<file path="src/rtl/swb_fifo.sv">
// Small register FIFO with occupancy count.
module swb_fifo #(
   parameter int WIDTH = 8,
   parameter int DEPTH = 4
) (
   input  logic                       clock,
   input  logic                       reset,
   input  logic                       push,
   input  logic [WIDTH-1:0]           push_data,
   input  logic                       pop,
   output logic [WIDTH-1:0]           pop_data,
   output logic                       empty,
   output logic [$clog2(DEPTH+1)-1:0] count
);

   localparam int AW = (DEPTH > 1) ? $clog2(DEPTH) : 1;
   localparam int CW = $clog2(DEPTH+1);

   logic [WIDTH-1:0] mem_ff [DEPTH];
   logic [AW-1:0]    wr_ptr_ff, wr_ptr_in;
   logic [AW-1:0]    rd_ptr_ff, rd_ptr_in;
   logic [CW-1:0]    count_ff, count_in;
   logic             do_push, do_pop;

   assign do_push = push && (count_ff != CW'(DEPTH));
   assign do_pop  = pop && (count_ff != '0);

   always_comb begin
      wr_ptr_in = wr_ptr_ff;
      rd_ptr_in = rd_ptr_ff;
      count_in  = count_ff;
      if (do_push) begin
         wr_ptr_in = (wr_ptr_ff == AW'(DEPTH-1)) ? '0 : wr_ptr_ff + AW'(1);
      end
      if (do_pop) begin
         rd_ptr_in = (rd_ptr_ff == AW'(DEPTH-1)) ? '0 : rd_ptr_ff + AW'(1);
      end
      if (do_push && !do_pop) begin
         count_in = count_ff + CW'(1);
      end else if (do_pop && !do_push) begin
         count_in = count_ff - CW'(1);
      end
   end

   always_ff @(posedge clock) begin
      if (reset) begin
         wr_ptr_ff <= '0;
         rd_ptr_ff <= '0;
         count_ff  <= '0;
      end else begin
         wr_ptr_ff <= wr_ptr_in;
         rd_ptr_ff <= rd_ptr_in;
         count_ff  <= count_in;
      end
   end

   always_ff @(posedge clock) begin
      if (do_push) begin
         mem_ff[wr_ptr_ff] <= push_data;
      end
   end

   assign pop_data = mem_ff[rd_ptr_ff];
   assign empty    = (count_ff == '0);
   assign count    = count_ff;

endmodule

</file>
<file path="config.mk">
export PLATFORM = sky130hd
export DESIGN_NAME = swb_fifo
export DESIGN_NICKNAME = d
export VERILOG_FILES = /design/src/rtl/swb_fifo.sv
export SDC_FILE = /design/constraint.sdc
export NUM_CORES = 1
export LEC_CHECK = 0
export ABC_AREA = 1
export BUFFER_PORTS_ARGS = -buffer_cell sky130_fd_sc_hd__buf_2
export CORE_MARGIN = 2
export CORE_UTILIZATION = 55
export DETAILED_ROUTE_END_ITERATION = 16
export GPL_TIMING_DRIVEN = 0
export PLACE_DENSITY = 0.87
export SKIP_CTS_REPAIR_TIMING = 1
export SLEW_MARGIN = 25
export SYNTH_ARGS = -nofsm -noshare
export SYNTH_HDL_FRONTEND = slang
export SYNTH_SLANG_ARGS = --single-unit
</file>
<file path="constraint.sdc">
create_clock -name clock -period 1.95 [get_ports clock]
set_input_delay 0.195 -clock clock [delete_from_list [all_inputs] [get_ports clock]]
set_output_delay 0.195 -clock clock [all_outputs]
set_load 0.005 [all_outputs]
</file>
======== Word-level counts from Yosys, hierarchy flattened ========
Memories as Yosys holds them, arrays and structs flattened. A register that Yosys moved wholly into a read port is not among the register bits.
Index checks and enable logic that the tools add are counted.
storage, ports and cells
  flip-flop bits (word level) ............. 7
  bits in latches ......................... 0
  RAM bits ................................ 32
  bits in read-only memories .............. 0
  output and inout port bits .............. 12
  bits of input ports ..................... 12
  word-level logic and storage cells ...... 28
  memories kept ........................... 1
cells by class
  div/mod/pow operators ................... 0
  bitwise operators ....................... 0
  equal/unequal tests ..................... 3
  multipliers ............................. 0
  add/subtract/negate cells ............... 4
  $lt $le $gt $ge ......................... 0
  shift-type cells ........................ 0
  reductions and logical operators ........ 9
  multiplexer cells ....................... 8
memories
  name    words  width  read ports  clocked after Yosys merged registers in  wr ports  RTL line  RTL
  mem_ff  4      8      1           1                                        1         19        logic [WIDTH-1:0] mem_ff [DEPTH];
operator list
  cell                 count
  $mux 2               4
  $mux 3               2
  $add 2x1->2 const B  2
  $eq 2x2->1 const B   2
  $logic_and 1x1->1    4
  $add 3x1->3 const B  1
  $logic_not 3->1      1
  $ne 3x3->1 const B   1
  $reduce_bool 3->1    1
  $sub 3x1->3 const B  1
  $logic_not 1->1      2
  $mux 1               2
  $reduce_bool 2->1    1

======== Logic depth before layout (Yosys ltp) ========
  depth in word-level cells ............... 6
  mapped depth ............................ 13
  gate-level depth less buffers ........... 13

======== Worst setup path after synthesis ========
OpenSTA, ideal clock, no wires.
  path type ............................... reg-to-reg
  start ................................... reg count_ff[1] (netlist: count[1])
  end ..................................... reg count_ff[1] (netlist: count[1])
  slack ................................... 0.210 ns
  required time ........................... 1.834 ns
  arrival time ............................ 1.624 ns
  period minus slack after synthesis ...... 1.740 ns
  buffers on the path ..................... 0
  library setup time ...................... 0.116 ns
  stages on the path, launching flop included .. 10
  cell sequence ........................... dfxtp_1 -> nor2_1 -> nand2_1 -> nand2_1 -> inv_1 -> ha_1 -> inv_1 -> fa_1 -> o21ai_0 -> nor2_1
between the ends
  elaborated cells between the ends (all ways) .. 13
  classes of those cells .................. add/sub (2); eq/ne (1); mux (2); reduce/logical (8)
RTL lines
  element                   RTL line  RTL
  start: declaration        22        logic [CW-1:0] count_ff, count_in;
  start signal: assignment  53        count_ff <= count_in;
  $ne 3x3->1                25        assign do_push = push && (count_ff != CW'(DEPTH));
  $logic_and 1x1->1         25
  net do_push               23        logic do_push, do_pop;
  $logic_and 1x1->1         38        if (do_push && !do_pop) begin
  $mux 3                    38
  net count_in[1]           22
The timed path passes the listed nets, and every way through them passes these cells. The select of a mux whose other input is x is not followed.
A chain may end at the register's enable or synchronous reset.

======== Final worst setup path ========
Same ends and word-level chain as after synthesis.

==> impl_metrics.csv <==
group,metric,value,unit
status,outcome,"complete, no violations",
layout,nets,198,
critical_path,setup.worst_path.end_class,"flip-flop",
logic_synthesis,synthDominantAreaCellType,"edfxtp_1",
sta,min_period,1845,ps
global_route,grt_pass1_vias,1098,
sta,fin_crit_sh,0.9461,
logic_synthesis,seq_area_frac_synth,0.6746,
global_route,grt_first_pass_wirelength,4.719,mm
layout,area_growth,15.90,%
die,rows,20,
power,seqPwrFrac,0.473,
place,place_area,1848,um^2
sta,fmax,542.0,MHz
logic_synthesis,synth_top_area_frac,0.5680,
place,dpl.hpwl,2.106,mm
route,wl_per_cell,14.26,um
logic_synthesis,ys_types,19,
power,p_sw,0.0008314,W
power,p_total,0.002531,W
clock_tree,htree_num_levels,2,
critical_path,critPathKind,"flip-flop to flip-flop",
route,wl,3.037,mm
clock_tree,insertion_delay,350,ps
logic_synthesis,synth_ff_type,"edfxtp_1",
clock_tree,numCtsBuffers,5,
layout,num_antenna_cells,0,
layout,drive_above_1_share,0.2389,
logic_synthesis,yosys-top-cells-count,"edfxtp_1 (32), nor2_1 (31), inv_1 (16), nand2_1 (14), o21ai_0 (13)",
power,power.share.combinational,0.318,
power,netSwitchingFraction,0.3284,
die,die_x,59.46,um
clock_tree,cts.sinks,41,
logic_synthesis,synth_most_common_cell,"edfxtp_1",
sta,rsz0062_at_grt,"yes",
sta,setup_viol,0,
global_route,grt_overflow,0,
global_route,grt_usage,0.1932,
critical_path,worstPathRequired,2200,ps
job,timing.max_cap.violations,0,
logic_synthesis,ys_ff_latch,41,
sta,slew_violations,0,
power,cellPowerDensity,1291,nW/um^2
logic_synthesis,syn_area,1692,um^2
sta,hold_violations,0,
die,io_pins,24,
logic_synthesis,syn-num-nets,165,
route,drtAntennaViolNets,0,
die,die_y,59.46,um
clock_tree,clk_pin_slew,110,ps
power,ir_drop,0.8975,mV
clock_tree,cts_tree,"done",
logic_synthesis,avgSynthCellArea,11.59,um^2
logic_synthesis,ys_top_cells_by_area,"edfxtp_1 (57%), dfxtp_1 (11%), nor2_1 (6.9%)",
logic_synthesis,yosysWarnings,0,
layout,stdcell_area,1961,um^2
clock_tree,root_buffer,"clkbuf_4",
layout,fillers,217,
critical_path,critPathArrivalTime,2100,ps
route,dr.pass1.iters,4,
route,vias,1100,
die,start_util,0.5681,
critical_path,crit_fanout,5,
die,die-area,3535,um^2
route,drtIter0Drc,54,
place,port_buffers,23,
sta,maxSlewHeadroom,0.4961,
clock_tree,clockBufferDepth,2,
place,routabilityCongestion,0.7722,
logic_synthesis,synth_edf_count,32,
worst_hold_path,hold_class,"input port to flip-flop",
route,avgViaCountPerCell,5.164,
route,drc,0,
die,core_area,2978,um^2
sta,final.setup_skew,12.88,ps
critical_path,worst_setup_path_start_kind,"flip-flop",
power,cellLeakagePower,0.7987,nW
power,p_clk_frac,0.209,
sta,max_slew.worst_pin.slew,753.1,ps
logic_synthesis,async_flop_share,0,
logic_synthesis,syn_inst,146,
power,intPower,0.001700,W
global_route,grt_antenna_before_repair,0,
global_route,grt_max_degree,13,
worst max-delay path, stage by stage, from the launching register on:
cell and delay [ps]:
dfxtp_4 380, nor2_2 130, nand2_1 120, nand2_2 130, inv_1 60, ha_1 200
inv_1 90, fa_1 420, o21ai_1 160, nor2_1 60
state kept, by name, indices dropped and copies added, names as in the netlist, named ones only:
| register | cells |
|---|---|
| mem_ff | 32 |
| wr_ptr_ff | 2 |
| rd_ptr_ff | 2 |
| count | 3 |
area by class of cell:
| class | instances | area, um^2 | share of cell area |
|---|---|---|---|
| Sequential cell | 41 | 1146 | 0.5846 |
| Clock buffer | 6 | 41.29 | 0.02106 |
| Tap cell | 33 | 41.29 | 0.02106 |
| Multi-Input combinational cell | 86 | 471.7 | 0.2406 |
| Inverter | 17 | 63.81 | 0.03255 |
| Buffer | 2 | 22.52 | 0.01149 |
| Timing Repair Buffer | 26 | 140.1 | 0.07147 |
| Clock inverter | 2 | 33.78 | 0.01723 |
path summary, 6_finish.rpt:
path / slack (ps) / from / cells past startpoint / endpoint
min reg2reg: 560 / wr_ptr_ff[1]$_SDFFE_PP0P_ / 2 / wr_ptr_ff[1]$_SDFFE_PP0P_
max: 110 / count[1]$_SDFFE_PP0P_ / 9 / count[1]$_SDFFE_PP0P_
max reg2reg: 110 / count[1]$_SDFFE_PP0P_ / 9 / count[1]$_SDFFE_PP0P_
min: 50 / push_data[4] / 1 / mem_ff[1][4]$_DFFE_PP_
cell families (layout without fill, tap and decap cells):
logic type	count (synthesis)	count (layout)	synth area share
buffers and inverters	19	53	0.05103
adders and majority gates	7	7	0.05621
AOI/OAI and AO/OA	27	27	0.09024
and+or+nand+nor	51	51	0.1228
DFF	41	41	0.6746
xor gates and xnor gates	1	1	0.005178
stage by stage:
stage	util	instances	TNS, ps	setup WS [ps]	hold WS, ps
6_report	0.6584	213	0	105.1	51.90
5_1_grt	0.6584	213	-37.59	-32.74	38.97
4_1_cts	0.6458	210	-91.91	-78.39	-4.431
3_5_place_dp	0.6206	202	-60.24	-60.24	375.5
3_3_place_gp	0.6206	202	0	114.6	366.8
2_1_floorplan	-	146	0	210.1	267.4
power by group through the flow:
stage | Sequential (W) | Clock, W | Combinational (W)
after floorplan | 0.00118 | 0 | 0.000515
after global placement | 0.00119 | 0 | 0.000741
after detailed placement | 0.00121 | 0 | 0.000788
after CTS | 0.00119 | 0.000528 | 0.000792
after global routing | 0.00122 | 0.000561 | 0.000924
final | 0.00120 | 0.000529 | 0.000806
cell usage in the layout (no fill, tap or decap):
master and instances:
nand3b_1 2, bufinv_16 1, nor2_1 30, clkbuf_1 1, dlygate4sd3_1 1, edfxtp_1 32
buf_6 2, clkinv_1 1, inv_2 1, nor2_2 3, buf_4 2, inv_1 16
xor2_1 1, buf_2 23, a21oi_1 2, clkbuf_4 5, dfxtp_1 7, o21ai_0 12
ha_1 6, nand3_1 1, o22ai_1 8, dfxtp_2 1, dfxtp_4 1, nand2_1 12
o21ai_1 3, fa_1 1, nand4_1 1, nand2_2 2, o21ai_2 2
layer usage:
metal	GRT usage	vias to the layer above	share of wire
li1	-	562	-
met1	0.2067	492	0.40
met2	0.3187	36	0.51
met3	0.05459	10	0.054
met4	0.1494	0	0.029
met5	0	-	0
No activity file was read; power rests on OpenSTA's default activity.
