File: src/rtl/swb_pkg.sv
// Shared types and constants of the similarity warp bilinear core.
package swb_pkg;

   localparam int COORD_W   = 12;  // source coordinate bits, covers up to 4096 pixels
   localparam int MID_DEPTH = 4;
   localparam int MID_CW    = 3;
   localparam int OUT_DEPTH = 4;
   localparam int OUT_CW    = 3;

   localparam logic [2:0] CSR_SCALE_COS  = 3'd0;
   localparam logic [2:0] CSR_SCALE_SIN  = 3'd1;
   localparam logic [2:0] CSR_SHIFT_COL  = 3'd2;
   localparam logic [2:0] CSR_SHIFT_ROW  = 3'd3;
   localparam logic [2:0] CSR_SRC_WIDTH  = 3'd4;
   localparam logic [2:0] CSR_SRC_HEIGHT = 3'd5;

   typedef struct packed {
      logic signed [31:0] scale_cos;
      logic signed [31:0] scale_sin;
      logic signed [31:0] shift_col;
      logic signed [31:0] shift_row;
      logic [9:0]         src_width;
      logic [9:0]         src_height;
   } swb_cfg_type;

   // One classified item between the front and the back.
   typedef struct packed {
      logic               is_req;
      logic               wr_ok;
      logic               in_bounds;
      logic [COORD_W-1:0] col;
      logic [COORD_W-1:0] row;
      logic [23:0]        pix;
      logic [16:0]        w00;
      logic [16:0]        w01;
      logic [16:0]        w10;
      logic [16:0]        w11;
      logic [6:0]         dst_col;
      logic [6:0]         dst_row;
   } swb_item_type;

   typedef struct packed {
      logic [7:0] red;
      logic [7:0] green;
      logic [7:0] blue;
      logic       in_bounds;
      logic [6:0] col;
      logic [6:0] row;
   } swb_result_type;

endpackage

File: src/rtl/swb_front.sv
// Front: accepts items, maps request coordinates and classifies them.
module swb_front #(
   parameter int MAX_SRC_WIDTH  = 512,
   parameter int MAX_SRC_HEIGHT = 512
) (
   input  logic                      clock,
   input  logic                      reset,
   input  swb_pkg::swb_cfg_type      cfg,
   input  logic                      in_push,
   output logic                      in_full,
   input  logic                      in_type,
   input  logic [8:0]                in_src_col,
   input  logic [8:0]                in_src_row,
   input  logic [23:0]               in_pix,
   input  logic [6:0]                in_dst_col,
   input  logic [6:0]                in_dst_row,
   input  logic [swb_pkg::MID_CW-1:0] mid_count,
   output logic                      mid_push,
   output swb_pkg::swb_item_type     mid_item
);

   localparam logic [12:0] MAX_W = 13'(MAX_SRC_WIDTH);
   localparam logic [12:0] MAX_H = 13'(MAX_SRC_HEIGHT);

   logic accept;

   // stage 1: products
   logic               f1_v_ff;
   logic               f1_req_ff;
   logic               f1_wr_ok_ff;
   logic [8:0]         f1_col_ff, f1_row_ff;
   logic [23:0]        f1_pix_ff;
   logic [6:0]         f1_dc_ff, f1_dr_ff;
   logic signed [39:0] f1_ac_ff, f1_br_ff, f1_bc_ff, f1_ar_ff;

   // stage 2: sums, floor, inside test
   logic               f2_v_ff;
   logic               f2_req_ff, f2_wr_ok_ff, f2_inside_ff;
   logic [swb_pkg::COORD_W-1:0] f2_col_ff, f2_row_ff;
   logic [7:0]         f2_fc_ff, f2_fr_ff;
   logic [23:0]        f2_pix_ff;
   logic [6:0]         f2_dc_ff, f2_dr_ff;

   logic signed [41:0] sc, sr;
   logic [12:0]        w_eff, h_eff;
   logic               inside_in;
   logic [swb_pkg::COORD_W-1:0] col_in, row_in;
   logic [8:0]         wc, wr;
   logic [17:0]        p00, p01, p10, p11;

   // entries in flight count against the queue so it never overflows
   assign in_full = (({1'b0, mid_count} + {3'b0, f1_v_ff} + {3'b0, f2_v_ff})
                     >= 4'(swb_pkg::MID_DEPTH));
   assign accept  = in_push && !in_full;

   always_ff @(posedge clock) begin
      if (reset) begin
         f1_v_ff <= 1'b0;
         f2_v_ff <= 1'b0;
      end else begin
         f1_v_ff <= accept;
         f2_v_ff <= f1_v_ff;
      end
   end

   always_ff @(posedge clock) begin
      f1_req_ff   <= in_type;
      f1_wr_ok_ff <= ({4'b0, in_src_col} < MAX_W) && ({4'b0, in_src_row} < MAX_H);
      f1_col_ff   <= in_src_col;
      f1_row_ff   <= in_src_row;
      f1_pix_ff   <= in_pix;
      f1_dc_ff    <= in_dst_col;
      f1_dr_ff    <= in_dst_row;
      f1_ac_ff    <= cfg.scale_cos * $signed({1'b0, in_dst_col});
      f1_br_ff    <= cfg.scale_sin * $signed({1'b0, in_dst_row});
      f1_bc_ff    <= cfg.scale_sin * $signed({1'b0, in_dst_col});
      f1_ar_ff    <= cfg.scale_cos * $signed({1'b0, in_dst_row});
   end

   always_comb begin
      sc = {{2{f1_ac_ff[39]}}, f1_ac_ff} - {{2{f1_br_ff[39]}}, f1_br_ff}
         + {{10{cfg.shift_col[31]}}, cfg.shift_col};
      sr = {{2{f1_bc_ff[39]}}, f1_bc_ff} + {{2{f1_ar_ff[39]}}, f1_ar_ff}
         + {{10{cfg.shift_row[31]}}, cfg.shift_row};
      w_eff = ({3'b0, cfg.src_width} > MAX_W) ? MAX_W : {3'b0, cfg.src_width};
      h_eff = ({3'b0, cfg.src_height} > MAX_H) ? MAX_H : {3'b0, cfg.src_height};
      inside_in = !sc[41] && !sr[41]
               && (({1'b0, sc[40:16]} + 26'd1) < {13'd0, w_eff})
               && (({1'b0, sr[40:16]} + 26'd1) < {13'd0, h_eff});
      col_in = f1_req_ff ? sc[16 +: swb_pkg::COORD_W] : {3'b0, f1_col_ff};
      row_in = f1_req_ff ? sr[16 +: swb_pkg::COORD_W] : {3'b0, f1_row_ff};
   end

   always_ff @(posedge clock) begin
      f2_req_ff    <= f1_req_ff;
      f2_wr_ok_ff  <= f1_wr_ok_ff;
      f2_inside_ff <= f1_req_ff && inside_in;
      f2_col_ff    <= col_in;
      f2_row_ff    <= row_in;
      f2_fc_ff     <= sc[15:8];
      f2_fr_ff     <= sr[15:8];
      f2_pix_ff    <= f1_pix_ff;
      f2_dc_ff     <= f1_dc_ff;
      f2_dr_ff     <= f1_dr_ff;
   end

   always_comb begin
      wc  = 9'd256 - {1'b0, f2_fc_ff};
      wr  = 9'd256 - {1'b0, f2_fr_ff};
      p00 = wr * wc;
      p01 = wr * {1'b0, f2_fc_ff};
      p10 = {1'b0, f2_fr_ff} * wc;
      p11 = {1'b0, f2_fr_ff} * {1'b0, f2_fc_ff};
      mid_item.is_req    = f2_req_ff;
      mid_item.wr_ok     = f2_wr_ok_ff;
      mid_item.in_bounds = f2_inside_ff;
      mid_item.col       = f2_col_ff;
      mid_item.row       = f2_row_ff;
      mid_item.pix       = f2_pix_ff;
      mid_item.w00       = p00[16:0];
      mid_item.w01       = p01[16:0];
      mid_item.w10       = p10[16:0];
      mid_item.w11       = p11[16:0];
      mid_item.dst_col   = f2_dc_ff;
      mid_item.dst_row   = f2_dr_ff;
   end

   assign mid_push = f2_v_ff;

endmodule

File: config.mk
export PLATFORM = sky130hd
export DESIGN_NAME = swb_front
export DESIGN_NICKNAME = d
export VERILOG_FILES = /design/src/rtl/swb_pkg.sv /design/src/rtl/swb_front.sv
export SDC_FILE = /design/constraint.sdc
export NUM_CORES = 2
export LEC_CHECK = 0
export ABC_AREA = 0
export BUFFER_PORTS_ARGS = -buffer_cell sky130_fd_sc_hd__buf_2
export CAP_MARGIN = 20
export CORE_MARGIN = 2
export CORE_UTILIZATION = 50
export DETAILED_ROUTE_END_ITERATION = 8
export GPL_TIMING_DRIVEN = 0
export HOLD_SLACK_MARGIN = 0.02
export MAX_ROUTING_LAYER = met4
export PLACE_DENSITY_LB_ADDON = 0.1
export SYNTH_ARGS = -nofsm -noshare
export SYNTH_HDL_FRONTEND = slang
export SYNTH_SLANG_ARGS = --single-unit
File: constraint.sdc
create_clock -name clock -period 5.8 [get_ports clock]
set_input_delay 0.29 -clock clock [delete_from_list [all_inputs] [get_ports clock]]
set_output_delay 0.29 -clock clock [all_outputs]
set_load 0.01 [all_outputs]
* Yosys cells after proc, flatten, opt, wreduce, memory -nomap -nowiden
Cells that the tools add are included.
** Storage, ports and cells
- Bits in registers :: 299
- Bits in latches :: 0
- Bits in writable memories :: 0
- Memory bits (read-only) :: 0
- Bits of input ports :: 211
- Output and inout port bits :: 135
- Word-level logic and storage cells :: 58
- Memories kept :: 0
** Operators by class
- Add/sub/neg operators :: 10
- Multiply operators :: 8
- Divide/modulo/power cells :: 0
- $lt $le $gt $ge :: 5
- Equal/unequal tests :: 0
- Shifts and indexed selects :: 0
- Muxes and demuxes :: 4
- Bitwise operators :: 0
- Reductions and logical operators :: 8
** Operators by type and width (number)
- multiplier 32 x 8 -> 40 bit :: 4
- adder 41 x 32 -> 42 bit :: 2
- adder 25 x 1 -> 26 bit, second input constant :: 2
- less-than comparator 26 x 10 -> 1 bit :: 2
- adder 40 x 40 -> 41 bit :: 1
- subtractor 40 x 40 -> 41 bit :: 1
- > comparator 10 bit, second input constant :: 2
- two-way mux 10 bit :: 2
- two-way mux 9 bit :: 2
- subtractor 9 x 8 -> 9 bit, first input constant :: 2
- multiplier 8 x 9 -> 17 bit :: 1
- multiplier 9 x 8 -> 17 bit :: 1
- multiplier 9 x 9 -> 17 bit :: 1
- multiplier 8 x 8 -> 16 bit :: 1
- logical AND 1 bit :: 5
- adder 3 x 1 -> 4 bit :: 1
- adder 4 x 1 -> 4 bit :: 1
- greater-or-equal comparator 4 x 3 -> 1 bit, second input constant :: 1
- logical NOT 1 bit :: 3

* Longest topological paths before layout
- Depth in word-level cells :: 7
- Mapped depth :: 29
- Mapped depth without buffers :: 29

* Least setup slack after synthesis
Ideal clock, no wire load.
- Path type :: input port to flip-flop
- From :: in in_dst_row[3]
- To :: reg f1_ar_ff[38]
- Setup time :: 0.127 ns
- Data arrival time :: 5.746 ns
- Required time :: 5.673 ns
- Setup slack :: -0.072 ns
- Stages on the path :: 22
- Buffers on the path :: 2
- Cells stage by stage :: clkbuf_1 clkbuf_1 and2_1 fa_1 fa_1 inv_1 fa_1 fa_1 inv_1 ha_1 a21o_1 a311oi_1 o31ai_1 a221oi_1 a2bb2oi_1 o31ai_1 a21oi_1 o21ai_0 or4_1 a31oi_1 o21ai_0 xor2_1
** On the way
- Word-level cells in the longest chain between the ends :: 1
** Ends and longest elaborated chain
- start: declaration :: line swb_front.sv:16 : input logic [6:0] in_dst_row,
- multiplier 32 x 8 -> 40 bit :: line swb_front.sv:77 : f1_ar_ff <= cfg.scale_cos * $signed({1'b0, in_dst_row});
- end signal: assignment :: line swb_front.sv:77
- end: declaration :: line swb_front.sv:34 : logic signed [39:0] f1_ac_ff, f1_br_ff, f1_bc_ff, f1_ar_ff;
Every way passes these cells.
A chain may end at the register's enable or synchronous reset.

==> out/qor.yml <==
status:
  status: "finished, violations left"
  failed_checks: "setup timing"
yosys:
  yosys_warnings: 0
  synth_largest_area_cell: "fa_1"
  synth_edf_count: 0
  yosysUniqueCellTypes: 100
  synth.net_count: 7667
  synth_area_leaders: "fa_1 34%, ha_1 13%, dfxtp_1 11%"
  ys_seq_area_frac: 0.112
  synth_top_area_frac: 0.341
  syn-cell-area_um2: 53500
  ys_ff_latch: 299
  synth-async-reset-ratio: 0
  ys.flop_type: "dfxtp_1"
  avgSynthCellArea_um2: 8.95
  synthCells: 5971
sta:
  rsz0062_at_grt: "true"
  hold_viol: 0
  relSlewSlack: 0.414
  worst_slew_pin_slew_ns: 0.872
  finalCriticalPeriod_ns: 6.17
  min_period_over_period: 1.06
  setup_ws_ns: -0.374
  drv_slew: 0
  fmax_mhz: 162
  setup_violations: 13
  fin_skew_ns: 0.0456
place:
  dp_hpwl_um: 130000
  place_congestion: 0.932
  io_buffers: 343
  placed_cell_area_um2: 57000
worst_setup_path:
  crit_path_frequent_cell: "fa_1"
  crit_type: "flip-flop to output pin"
  arrival_ns: 5.88
  critPathLaunchType: "flip-flop"
  crit_family: "adder cells"
  critPathMaxStageDelay_ns: 0.57
  end_kind: "output pin"
  critPathBufInv: 5
  cpMaxStageDelayCell: "fa_1"
  path_max_fanout: 4
  crit_chain: "inv_4 -> ha_4 -> nand2_4 -> or3_4 -> xor2_4 -> and2_4 -> fa_1 -> inv_2 -> fa_1 -> fa_1 -> fa_1 -> inv_2 -> ha_4 -> inv_4 -> o21bai_4 -> a21oi_4 -> o21bai_2 -> a21oi_2 -> o21bai_1 -> a21oi_2 -> o21bai_2 -> a21oi_2 -> xnor2_2 -> buf_2"
  worstPathRequired_ns: 5.51
global_route:
  track_usage: 0.298
  grt_max_degree: 15
  antenna_found_initial: 38
  grt-ovfl-total: 0
  grt_pass1_vias: 43000
  grt_pass1_wl_um: 241000
drt:
  drtPass1Iterations: 5
  wl_um: 157000
  wl_met2_um: 74700
  wl_met1_um: 68600
  top_layer_used: "met4"
  vias: 41379
  wl_met3_um: 8440
  dr.first_iter.drc_count: 2017
  ant_nets: 0
  viasPerCell: 5.19
  route.detailed.drc: 0
  avgRoutedWirePerCell_um: 19.6
cts:
  h-tree-depth: 2
  cts_root_buf: "clkbuf_16"
  cts_sinks: 299
  clk_pin_slew_worst_paths_ns: 0.06
  numCtsBuffers: 35
  cts_buffer_depth: 3
  clock_latency_ns: 0.59
  cts_tree: "yes"
floorplanning:
  start_util: 0.506
  dieArea_um2: 110000
  die_h_um: 331
  io_pins: 346
  core_area_um2: 106000
  fp-row-count: 119
  dieWidth_um: 331
cells_and_area:
  final_cell_mix: "1,173 x inv_1, 906 x fa_1, 796 x and2_1"
  n_fill_cell: 9512
  syn2layout_area_growth_pct: 16.0
  nNetsFinal: 8230
  final_area_um2: 62000
  final_common_cell: "inv_1"
  drive_above_1_share: 0.144
min_path:
  hp-class: "input pin to flip-flop"
run:
  max_cap_viol_count: 0
==> Yosys cell counts (8+ instances only) <==
library cell,number
nand2_1,495
and3_1,23
o31ai_1,9
nor2b_1,27
o21a_1,35
dfxtp_1,299
or3_1,13
or2_2,9
a211oi_1,17
o41ai_1,8
and2_1,802
fa_1,911
ha_1,574
nand4_1,25
a21oi_1,222
and4_1,10
a31oi_1,31
buf_1,8
xnor2_1,194
a21o_1,110
nor2_1,162
clkbuf_1,215
xor2_1,92
nor3_1,54
nand3_1,49
inv_1,1189
o21ai_0,112
o211ai_1,12
mux2_2,15
nand2b_1,37
nor4_1,16
o21bai_1,36
==> per-layer routing <==
layer	global-route usage	up-vias
met3	0.0361	246
met2	0.496	1042
met5	-	-
met4	0.0870	0
met1	0.383	20476
li1	-	19615
==> through the flow <==
| stage | setup TNS (ns) | util | cells | setup WS, ns | hold WS (ns) |
|---|---|---|---|---|---|
| global route | -5.78 | 0.587 | 7966 | -0.613 | 0.0804 |
| finish | -2.63 | 0.587 | 7970 | -0.374 | 0.0912 |
| floorplan | 0 | - | 5971 | 0.0146 | 0.310 |
| detailed placement | -116.94 | 0.539 | 7710 | -2.39 | 0.313 |
| global placement | -120.68 | 0.539 | 7705 | -2.36 | 0.310 |
| CTS | -3.21 | 0.580 | 7924 | -0.424 | 0.0653 |
==> state kept, by name (all words and copies together), names as in the netlist, 9 cells and up <==
register and flops:
f1_ac_ff 40, f1_ar_ff 40, f1_bc_ff 40, f1_br_ff 40
f1_col_ff 9, f1_pix_ff 24, f1_row_ff 9, f2_col_ff 12
f2_pix_ff 24, f2_row_ff 12
==> timing repair <==
| action | CTS | global route |
|---|---|---|
| hold endpoints to repair | 60 | 0 |
| pin swaps | 120 | 72 |
| setup endpoints to repair | 102 | 44 |
| resized for setup | 433 | 156 |
| buffers inserted | 122 | 29 |
| hold buffers | 61 | 0 |
==> final timing paths <==
| kind | from | end | slack [ns] | cells after the start |
|---|---|---|---|---|
| max reg2reg | f1_br_ff[7] | f2_inside_ff | -0.15 | 23 |
| min | in_dst_row[1] | f1_dr_ff[1] | 0.09 | 1 |
| min reg2reg | f1_dc_ff[1] | f2_dc_ff[1] | 0.33 | 0 |
| max | f2_fc_ff[0] | mid_item[47] | -0.37 | 24 |
==> area by class of cell <==
type	count	area, um^2	share of cell area
diodes	21	52.6	0.000847
repair buffers	553	3650	0.0588
clock inverters	18	254	0.00410
multi-input cells	4247	43600	0.703
clock buffers	43	956	0.0154
flip-flops and latches	299	6030	0.0972
well taps	1391	1740	0.0281
inverters	1190	4480	0.0723
plain buffers	208	1240	0.0199
==> cell families after synthesis <==
family	Yosys count	synth area share
and+or+nand+nor	1764	0.176
adders and majority gates	1485	0.475
buffers and inverters	1425	0.101
AOI/OAI and AO/OA	690	0.0846
DFF	299	0.112
xor gates and xnor gates	286	0.0468
muxes	20	0.00410
other	2	0.000140
Power is not shown: default switching activity piles up to over one toggle a cycle in this logic, so the estimate is an artifact.
